**src/jpl_pkg.sv**
```systemverilog
// Shared types, codes and constants for the joypad port with light gun.
package jpl_pkg;

    typedef enum logic [1:0] {
        OP_STROBE    = 2'd0,
        OP_READ0     = 2'd1,
        OP_READ1     = 2'd2,
        OP_FRAME_END = 2'd3
    } jpl_op_t;

    typedef enum logic [1:0] {
        CFG_GUN_ENABLED     = 2'd0,
        CFG_LIGHT_THRESHOLD = 2'd1,
        CFG_STALL_LIMIT     = 2'd2,
        CFG_MIN_POLL_READS  = 2'd3
    } jpl_cfg_idx_t;

    localparam int CFG_DATA_W = 16;

    localparam logic [7:0]  LIGHT_THRESHOLD_RST = 8'd150;
    localparam logic [7:0]  STALL_LIMIT_RST     = 8'd180;
    localparam logic [15:0] MIN_POLL_READS_RST  = 16'd256;

    localparam logic [7:0]  OPEN_BUS_MASK = 8'hE0;
    localparam int          NO_LIGHT_POS  = 3;
    localparam int          TRIGGER_POS   = 4;
    localparam logic [15:0] POLL_READS_MAX = 16'hFFFF;

    typedef struct packed {
        jpl_op_t     op;
        logic        strobe_bit;
        logic [7:0]  open_bus;
        logic [7:0]  pad0_buttons;
        logic [7:0]  pad1_buttons;
        logic [15:0] insn_addr;
        logic        aim_valid;
        logic [23:0] pixel_rgb;
        logic        trigger_pressed;
        logic        rendering_enabled;
        logic        screen_black;
    } jpl_in_t;

    typedef struct packed {
        logic [7:0] read_data;
        logic       light_sensed;
        logic       stall_flag;
    } jpl_out_t;

    typedef struct packed {
        logic        gun_enabled;
        logic [7:0]  light_threshold;
        logic [7:0]  stall_frame_limit;
        logic [15:0] min_poll_reads;
    } jpl_cfg_t;

    // Gun status after the current beat.
    typedef struct packed {
        logic light;
        logic stalled;
    } jpl_gun_status_t;

endpackage

```
**src/jpl_if.sv**
```systemverilog
// Valid/ready channel interfaces for request and result beats.
interface jpl_in_if;
    import jpl_pkg::*;
    logic    valid;
    logic    ready;
    jpl_in_t item;
    modport source (output valid, output item, input ready);
    modport sink   (input valid, input item, output ready);
endinterface

interface jpl_out_if;
    import jpl_pkg::*;
    logic     valid;
    logic     ready;
    jpl_out_t item;
    modport source (output valid, output item, input ready);
    modport sink   (input valid, input item, output ready);
endinterface

```
**src/jpl_shift.sv**
```systemverilog
// Strobe latch and the two serial button shift registers.
module jpl_shift (
    input  logic           clk,
    input  logic           rst_n,
    input  logic           fire,
    input  jpl_pkg::jpl_in_t item,
    output logic           port_bit
);
    import jpl_pkg::*;

    logic       strobe_reg, strobe_next;
    logic [7:0] shift0_reg, shift0_next;
    logic [7:0] shift1_reg, shift1_next;

    always_comb
    begin
        strobe_next = strobe_reg;
        shift0_next = shift0_reg;
        shift1_next = shift1_reg;
        port_bit    = 1'b0;
        unique case (item.op)
            OP_STROBE:
            begin
                strobe_next = item.strobe_bit;
                if (strobe_reg || item.strobe_bit)
                begin
                    shift0_next = item.pad0_buttons;
                    shift1_next = item.pad1_buttons;
                end
            end
            OP_READ0:
            begin
                if (strobe_reg)
                    port_bit = item.pad0_buttons[0];
                else
                begin
                    port_bit    = shift0_reg[0];
                    shift0_next = {1'b1, shift0_reg[7:1]};
                end
            end
            OP_READ1:
            begin
                if (strobe_reg)
                    port_bit = item.pad1_buttons[0];
                else
                begin
                    port_bit    = shift1_reg[0];
                    shift1_next = {1'b1, shift1_reg[7:1]};
                end
            end
            OP_FRAME_END:
            begin
                port_bit = 1'b0;
            end
        endcase
    end

    always_ff @(posedge clk or negedge rst_n)
    begin
        if (!rst_n)
        begin
            strobe_reg <= 1'b0;
            shift0_reg <= '0;
            shift1_reg <= '0;
        end
        else if (fire)
        begin
            strobe_reg <= strobe_next;
            shift0_reg <= shift0_next;
            shift1_reg <= shift1_next;
        end
    end

endmodule

```
**src/jpl_gun.sv**
```systemverilog
// Light sampling, poll watchdog and end-of-frame stall check.
module jpl_gun (
    input  logic                    clk,
    input  logic                    rst_n,
    input  logic                    fire,
    input  jpl_pkg::jpl_in_t        item,
    input  jpl_pkg::jpl_cfg_t       cfg,
    output jpl_pkg::jpl_gun_status_t status
);
    import jpl_pkg::*;

    logic        light_reg, light_next;
    logic [15:0] reads_reg, reads_next;
    logic [15:0] addr_reg, addr_next;
    logic        mixed_reg, mixed_next;
    logic [7:0]  frames_reg, frames_next;
    logic        stalled_reg, stalled_next;

    logic lit;
    logic suspect;

    assign lit = item.aim_valid
                 && (item.pixel_rgb[23:16] > cfg.light_threshold)
                 && (item.pixel_rgb[15:8]  > cfg.light_threshold)
                 && (item.pixel_rgb[7:0]   > cfg.light_threshold);

    assign suspect = cfg.gun_enabled && !item.trigger_pressed && !light_reg
                     && !item.rendering_enabled && (reads_reg >= cfg.min_poll_reads)
                     && !mixed_reg && item.screen_black;

    always_comb
    begin
        light_next   = light_reg;
        reads_next   = reads_reg;
        addr_next    = addr_reg;
        mixed_next   = mixed_reg;
        frames_next  = frames_reg;
        stalled_next = stalled_reg;
        if (item.op == OP_READ1 && cfg.gun_enabled)
        begin
            light_next = lit;
            if (reads_reg == '0)
            begin
                // First read of a frame: a new polling address breaks the streak.
                if (frames_reg != '0 && addr_reg != item.insn_addr)
                    frames_next = '0;
                addr_next = item.insn_addr;
            end
            else if (addr_reg != item.insn_addr)
                mixed_next = 1'b1;
            if (reads_reg != POLL_READS_MAX)
                reads_next = reads_reg + 16'd1;
        end
        else if (item.op == OP_FRAME_END)
        begin
            if (!suspect)
                frames_next = '0;
            else if (frames_reg < cfg.stall_frame_limit)
                frames_next = frames_reg + 8'd1;
            stalled_next = (frames_next >= cfg.stall_frame_limit);
            reads_next   = '0;
            mixed_next   = 1'b0;
        end
    end

    assign status.light   = light_next;
    assign status.stalled = stalled_next;

    always_ff @(posedge clk or negedge rst_n)
    begin
        if (!rst_n)
        begin
            light_reg   <= 1'b0;
            reads_reg   <= '0;
            addr_reg    <= '0;
            mixed_reg   <= 1'b0;
            frames_reg  <= '0;
            stalled_reg <= 1'b0;
        end
        else if (fire)
        begin
            light_reg   <= light_next;
            reads_reg   <= reads_next;
            addr_reg    <= addr_next;
            mixed_reg   <= mixed_next;
            frames_reg  <= frames_next;
            stalled_reg <= stalled_next;
        end
    end

endmodule

```
**src/joypad_port_with_light_gun_unit.sv**
```systemverilog
// Top level of the joypad port with light gun: input register, logic, result register.
//
//  channel | direction | beat contents
//  --------+-----------+----------------------------------------------------------
//  req     | sink      | op, strobe_bit, open_bus, pads, pc, aim, pixel, trigger, ...
//  rsp     | source    | read_data, light_sensed, stall_flag
//  cfg     | write     | cfg_we, cfg_index, cfg_data (16 bits, no read-back)
//
// Each request beat yields exactly one result beat. The beat is held in the input
// register, then its result is loaded into the result register and offered on rsp;
// the move waits while the result register holds an untaken beat. A new beat is
// accepted every cycle while the result side keeps taking beats. All state
// (strobe, shift registers, watchdog) is updated when a beat leaves the input
// register, so one short pass of logic sets the rate. When rsp stalls, the
// result register holds and the input register fills, then req.ready drops.
// Reset clears all control state and loads the register defaults.
module joypad_port_with_light_gun_unit (
    input  logic                            clk,
    input  logic                            rst_n,
    jpl_in_if.sink                          req,
    jpl_out_if.source                       rsp,
    input  logic                            cfg_we,
    input  logic [1:0]                      cfg_index,
    input  logic [jpl_pkg::CFG_DATA_W-1:0]  cfg_data
);
    import jpl_pkg::*;

    jpl_cfg_t        cfg_reg;
    jpl_in_t         item_reg;
    logic            item_valid_reg;
    jpl_out_t        res_reg, res_next;
    logic            res_valid_reg;
    logic            advance;
    logic            port_bit;
    jpl_gun_status_t gun_status;

    // Move the held beat on when the result register is empty or draining.
    assign advance   = item_valid_reg && (!res_valid_reg || rsp.ready);
    assign req.ready = !item_valid_reg || advance;

    // Configuration registers; the user must write them only while the unit is idle (not enforced here).
    always_ff @(posedge clk or negedge rst_n)
    begin
        if (!rst_n)
        begin
            cfg_reg.gun_enabled       <= 1'b0;
            cfg_reg.light_threshold   <= LIGHT_THRESHOLD_RST;
            cfg_reg.stall_frame_limit <= STALL_LIMIT_RST;
            cfg_reg.min_poll_reads    <= MIN_POLL_READS_RST;
        end
        else if (cfg_we)
        begin
            unique case (jpl_cfg_idx_t'(cfg_index))
                CFG_GUN_ENABLED:     cfg_reg.gun_enabled       <= cfg_data[0];
                CFG_LIGHT_THRESHOLD: cfg_reg.light_threshold   <= cfg_data[7:0];
                CFG_STALL_LIMIT:     cfg_reg.stall_frame_limit <= cfg_data[7:0];
                CFG_MIN_POLL_READS:  cfg_reg.min_poll_reads    <= cfg_data[15:0];
            endcase
        end
    end

    // Input register: capture the accepted beat.
    always_ff @(posedge clk or negedge rst_n)
    begin
        if (!rst_n)
            item_valid_reg <= 1'b0;
        else if (req.ready)
            item_valid_reg <= req.valid;
    end

    always_ff @(posedge clk or negedge rst_n)
    begin
        if (!rst_n)
            item_reg <= '0;
        else if (req.valid && req.ready)
            item_reg <= req.item;
    end

    jpl_shift u_shift (
        .clk      (clk),
        .rst_n    (rst_n),
        .fire     (advance),
        .item     (item_reg),
        .port_bit (port_bit)
    );

    jpl_gun u_gun (
        .clk    (clk),
        .rst_n  (rst_n),
        .fire   (advance),
        .item   (item_reg),
        .cfg    (cfg_reg),
        .status (gun_status)
    );

    // Assemble the result byte; strobe writes and frame ends return zero.
    always_comb
    begin
        res_next.read_data    = '0;
        res_next.light_sensed = gun_status.light;
        res_next.stall_flag   = gun_status.stalled;
        if (item_reg.op == OP_READ0 || item_reg.op == OP_READ1)
        begin
            res_next.read_data    = item_reg.open_bus & OPEN_BUS_MASK;
            res_next.read_data[0] = port_bit;
            if (item_reg.op == OP_READ1 && cfg_reg.gun_enabled)
            begin
                res_next.read_data[NO_LIGHT_POS] = !gun_status.light;
                res_next.read_data[TRIGGER_POS]  = item_reg.trigger_pressed;
            end
        end
    end

    // Result register: hold until rsp takes the beat.
    always_ff @(posedge clk or negedge rst_n)
    begin
        if (!rst_n)
            res_valid_reg <= 1'b0;
        else if (advance)
            res_valid_reg <= 1'b1;
        else if (rsp.ready)
            res_valid_reg <= 1'b0;
    end

    always_ff @(posedge clk)
    begin
        if (advance)
            res_reg <= res_next;
    end

    assign rsp.valid = res_valid_reg;
    assign rsp.item  = res_reg;

endmodule
```
**src/flat_wrapper.sv**
```systemverilog
// flat-port wrapper written by rule: the top's interface ports become plain ports
module joypad_port_with_light_gun_unit_flat import jpl_pkg::*;
  (clk, rst_n, cfg_we, cfg_index, cfg_data, req_valid, req_item, req_ready, rsp_valid, rsp_item, rsp_ready);
  jpl_in_if req_i ();
  jpl_out_if rsp_i ();
  input  logic clk;
  input  logic rst_n;
  input  logic cfg_we;
  input  logic [1:0] cfg_index;
  input  logic [jpl_pkg::CFG_DATA_W-1:0] cfg_data;
  input wire logic [$bits(req_i.valid)-1:0] req_valid;
  input wire logic [$bits(req_i.item)-1:0] req_item;
  output wire logic [$bits(req_i.ready)-1:0] req_ready;
  output wire logic [$bits(rsp_i.valid)-1:0] rsp_valid;
  output wire logic [$bits(rsp_i.item)-1:0] rsp_item;
  input wire logic [$bits(rsp_i.ready)-1:0] rsp_ready;
  assign req_i.valid = req_valid;
  assign req_i.item = req_item;
  assign req_ready = req_i.ready;
  assign rsp_valid = rsp_i.valid;
  assign rsp_item = rsp_i.item;
  assign rsp_i.ready = rsp_ready;
  joypad_port_with_light_gun_unit u_core (.clk(clk), .rst_n(rst_n), .req(req_i), .rsp(rsp_i), .cfg_we(cfg_we), .cfg_index(cfg_index), .cfg_data(cfg_data));
endmodule
```
**config.mk**
```make
export PLATFORM = sky130hd
export DESIGN_NAME = joypad_port_with_light_gun_unit_flat
export DESIGN_NICKNAME = d
export VERILOG_FILES = /design/src/jpl_pkg.sv /design/src/jpl_if.sv /design/src/jpl_shift.sv /design/src/jpl_gun.sv /design/src/joypad_port_with_light_gun_unit.sv /design/src/flat_wrapper.sv
export SDC_FILE = /design/constraint.sdc
export NUM_CORES = 1
export LEC_CHECK = 0
export ABC_CLOCK_PERIOD_IN_PS = 4200
export BUFFER_PORTS_ARGS = -buffer_cell sky130_fd_sc_hd__buf_2
export CAP_MARGIN = 10
export CORE_MARGIN = 2
export CORE_UTILIZATION = 49
export CTS_BUF_LIST = sky130_fd_sc_hd__clkbuf_4 sky130_fd_sc_hd__clkbuf_8
export CTS_CLUSTER_DIAMETER = 40
export CTS_CLUSTER_SIZE = 24
export DETAILED_ROUTE_END_ITERATION = 6
export PLACE_DENSITY_LB_ADDON = 0.25
export SLEW_MARGIN = 40
export SYNTH_ARGS = -nofsm -noshare
export SYNTH_HDL_FRONTEND = slang
export SYNTH_SLANG_ARGS = --single-unit
```
**constraint.sdc**
```tcl
create_clock -name clk -period 4.2 [get_ports clk]
set_input_delay 0.84 -clock clk [delete_from_list [all_inputs] [get_ports clk]]
set_output_delay 0.84 -clock clk [all_outputs]
set_load 0.005 [all_outputs]
```
==> impl_metrics.csv <==
group,metric,value,unit
sta,hold_viol_final,0,
clock_tree,cts_buffers,17,
sta,min_period_over_period,0.9036,
sta,relSlewSlack,0.4761,
power,clkPwrFrac,0.269,
sta,max_freq,0.2635,GHz
clock_tree,clkTransAtPathRegs,0.10,ns
finish,final_cell_mix,"dfrtp_1 (152), mux2_2 (107), buf_2 (97), ha_1 (63), inv_1 (48)",
clock_tree,clock_latency,0.45,ns
routing,ant_nets,0,
worst_setup_path,crit_start,"u_core.u_gun.reads_reg[11]$_DFFE_PN0P_",
synthesis,synth-xor-area-share,0.03202,
global_routing,grt_pass1_vias,6278,
global_routing,grt_antenna_before_repair,0,
placement,hpwl,13650,microns
power,p_int,3.031,mW
run_status,status,"complete, no violations",
synthesis,ys_seq_area_frac,0.4891,
die,die_area,18950,sq um
finish,fin_cells,1081,
sta,setup_slack,0.4050,ns
synthesis,yosysUniqueCellTypes,66,
power,seq_power_share,0.503,
routing,wirelength,18030,microns
sta,setup_viol,0,
synthesis,syn_area,8752,sq um
worst_setup_path,cp.arrival,4.00,ns
sta,worst_pin_slew,0.7749,ns
power,cellLeakagePower,4.709,nW
placement,routabilityCongestion,0.9135,
clock_tree,cts_tree,"yes",
die,ioPinCount,106,
placement,io_buffer_count,98,
die,die_w,137.6,microns
finish,nNetsFinal,1001,
sta,min_period,3.795,ns
sta,skew,0.01367,ns
synthesis,syn_avg_cell_area,11.83,sq um
clock_tree,clockBufferDepth,2,
worst_setup_path,required,4.40,ns
power,peakVddDrop,0.0003525,V
die,die_h,137.6,microns
worst_setup_path,crit_end,"u_core.rsp.item[0]$_DFFE_PP_",
clock_tree,cts_sinks,169,
finish,drive_gt1_frac,0.3131,
worst_setup_path,crit_chain,"ha_1 > nand4_1 > or4_1 > o32ai_1 > a211o_2 > nand4_4 > nand2b_1 > ha_1 > nand2b_1 > a21o_1 > a21oi_1 > o211ai_1 > a211oi_1 > nor2_1",
clock_tree,postCtsSetupBuffers,0,
sta,maxSlewViolCount,0,
synthesis,netlist_top_cells_area,"dfrtp_1 (43%), mux2_2 (14%), ha_1 (9.0%), edfxtp_1 (2.7%), dfstp_2 (2.7%)",
synthesis,yosysTopAreaCell,"dfrtp_1",
worst_setup_path,cp_slowest_stage_delay,0.50,ns
power,power.density,441.2,nW/um^2
finish,largest_reg_flops,66,
synthesis,syn_inst,740,
hold_path,min_path_type,"input pin to async pin",
clock_tree,clock-root-buffer,"clkbuf_8",
synthesis,ys_seq_elements,169,
routing,dr.pass1.iters,5,
routing,drt_iter0_markers,338,
die,core,17360,sq um
synthesis,synth_compound_area_frac,0.07834,
power,sw_frac_of_total,0.3052,
worst_setup_path,crit_fanout,8,
routing,detail_route.wl_per_cell,16.68,microns
worst_setup_path,slowest_stage,"or4_1",
power,share_comb_of_total_power,0.228,
clock_tree,cts_max_level,4,
finish,final_core_util,0.5698,
synthesis,yosysWarnings,0,
finish,diodes,0,
global_routing,busiest_layer,"met2",
sta,grt_setup_unrepaired,"false",
routing,vias,5978,
placement,dp_cells,1050,
global_routing,overflow,0,
synthesis,yosysTopAreaCellShare,0.4346,
synthesis,synth_edf_count,8,
routing,route.detailed.drc,0,
global_routing,grt.met2_usage,0.3449,
global_routing,grt_usage,0.2050,
finish,fillers,1463,
routing,viasPerCell,5.530,
finish,area_delta_synth_final,12.99,%
global_routing,grt_max_degree,90,
global_routing,grt_pass1_wl,30200,microns
die,start_util,0.5043,
power,power.switching,1.332,mW
synthesis,synth-main-ff-cell,"dfrtp_1",
worst_setup_path,r2r-start,"u_core.u_gun.reads_reg[11]$_DFFE_PN0P_",
worst_setup_path,critPathKind,"flip-flop to flip-flop",
die,num_rows,48,
worst_setup_path,ff2ff_path_depth,14,
finish,final_common_cell,"dfrtp_1",
clock_tree,cts_resized,0,
sta,setup_tns,0,ns
synthesis,yosys.area_share.simple,0.1035,
synthesis,synthMuxAreaShare,0.1723,
worst_setup_path,r2r-end,"u_core.rsp.item[0]$_DFFE_PP_",
synthesis,synth_top_family_by_area,"multiplexers",
synthesis,synthAdderAreaFrac,0.09006,
synthesis,synthArstFlopShare,0.9527,
global_routing,gr-usage-met3,0.04489,
worst_setup_path,endpoint_kind,"flip-flop",
placement,place_ws,0.4744,ns
worst_setup_path,start_kind,"flip-flop",
worst_setup_path,regToRegSetupSlack,0.40,ns
global_routing,use_met1,0.2608,
clock_tree,cts_hold_buf,0,
flow_run,max-cap-violations,0,
## metal layers
metal | routed length, microns | vias up
met5 | 0 | -
met2 | 8818 | 139
met1 | 8061 | 2957
li1 | - | 2854
met3 | 770 | 28
met4 | 376 | 0
## power by group through the flow
stage | registers [mW] | logic (mW) | clock network, mW
after floorplan | 2.17 | 0.729 | 0
after global placement | 2.21 | 0.934 | 0
after detailed placement | 2.23 | 0.999 | 0
after CTS | 2.20 | 1.01 | 1.20
after global routing | 2.24 | 1.13 | 1.28
final | 2.20 | 0.993 | 1.17
## logic make-up (layout without fill, tap and decap cells)
kind of cell	after synthesis	count (layout)
compound gates	104	104
xor+xnor	32	32
fa+ha+maj	63	63
buf+inv	71	186
flops	169	169
mux	136	136
other cells	1	2
simple gates	164	164
## worst max-delay path, delay by kind of cell, from the launching register on
family          cells  cell delay, ns
fa+ha+maj           2            0.62
simple gates        6            1.22
compound gates      6            1.22
flops               1            0.48
## cell usage after synthesis (11+ instances only)
cell type / instances
inv_1: 48
mux2i_1: 19
ha_1: 63
nor2_1: 29
dfrtp_1: 152
nand4_1: 17
xor2_1: 27
nand2_1: 44
a21oi_1: 17
mux2_2: 107
o21ai_0: 24
nand3_1: 15
a21o_1: 11
## layout make-up
cell class / instances / area, sq um / share of cell area
sequential: 169 / 4280 / 0.4328
inverter: 48 / 180.2 / 0.01822
tap: 225 / 281.5 / 0.02847
timing repair buffer: 107 / 566.8 / 0.05731
multi-input combinational: 501 / 4178 / 0.4224
clock inverter: 14 / 168.9 / 0.01708
clock buffer: 17 / 234.0 / 0.02366
## metrics by stage
step / cell area, sq um / hold slack (ns) / power (mW)
4_1_cts: 9887 / 0.4440 / 4.401
3_3_place_gp: 9484 / 0.4609 / 3.141
5_1_grt: 9889 / 0.4330 / 4.659
6_report: 9889 / 0.4063 / 4.363
2_1_floorplan: 8756 / 0.4460 / 2.894
3_5_place_dp: 9484 / 0.4699 / 3.229
## worst min-delay path by stage
| stage | endpoint | cells after the start | from | slack (ns) |
|---|---|---|---|---|
| finish | u_core.item_reg[7]$_DFFE_PN0P_ | 1 | rst_n | 0.41 |
| global route | u_core.item_reg[8]$_DFFE_PN0P_ | 1 | rst_n | 0.43 |
| CTS | u_core.item_reg[7]$_DFFE_PN0P_ | 1 | rst_n | 0.44 |
| detailed placement | u_core.u_shift.shift1_reg[7]$_DFFE_PN0P_ | 2 | u_core.u_shift.shift1_reg[7]$_DFFE_PN0P_ | 0.47 |
| global placement | u_core.u_shift.shift1_reg[0]$_DFFE_PN0P_ | 2 | u_core.u_shift.shift1_reg[0]$_DFFE_PN0P_ | 0.46 |
| floorplan | u_core.u_shift.shift0_reg[0]$_DFFE_PN0P_ | 2 | u_core.u_shift.shift0_reg[0]$_DFFE_PN0P_ | 0.45 |
No activity file was read; power rests on OpenSTA's default activity.
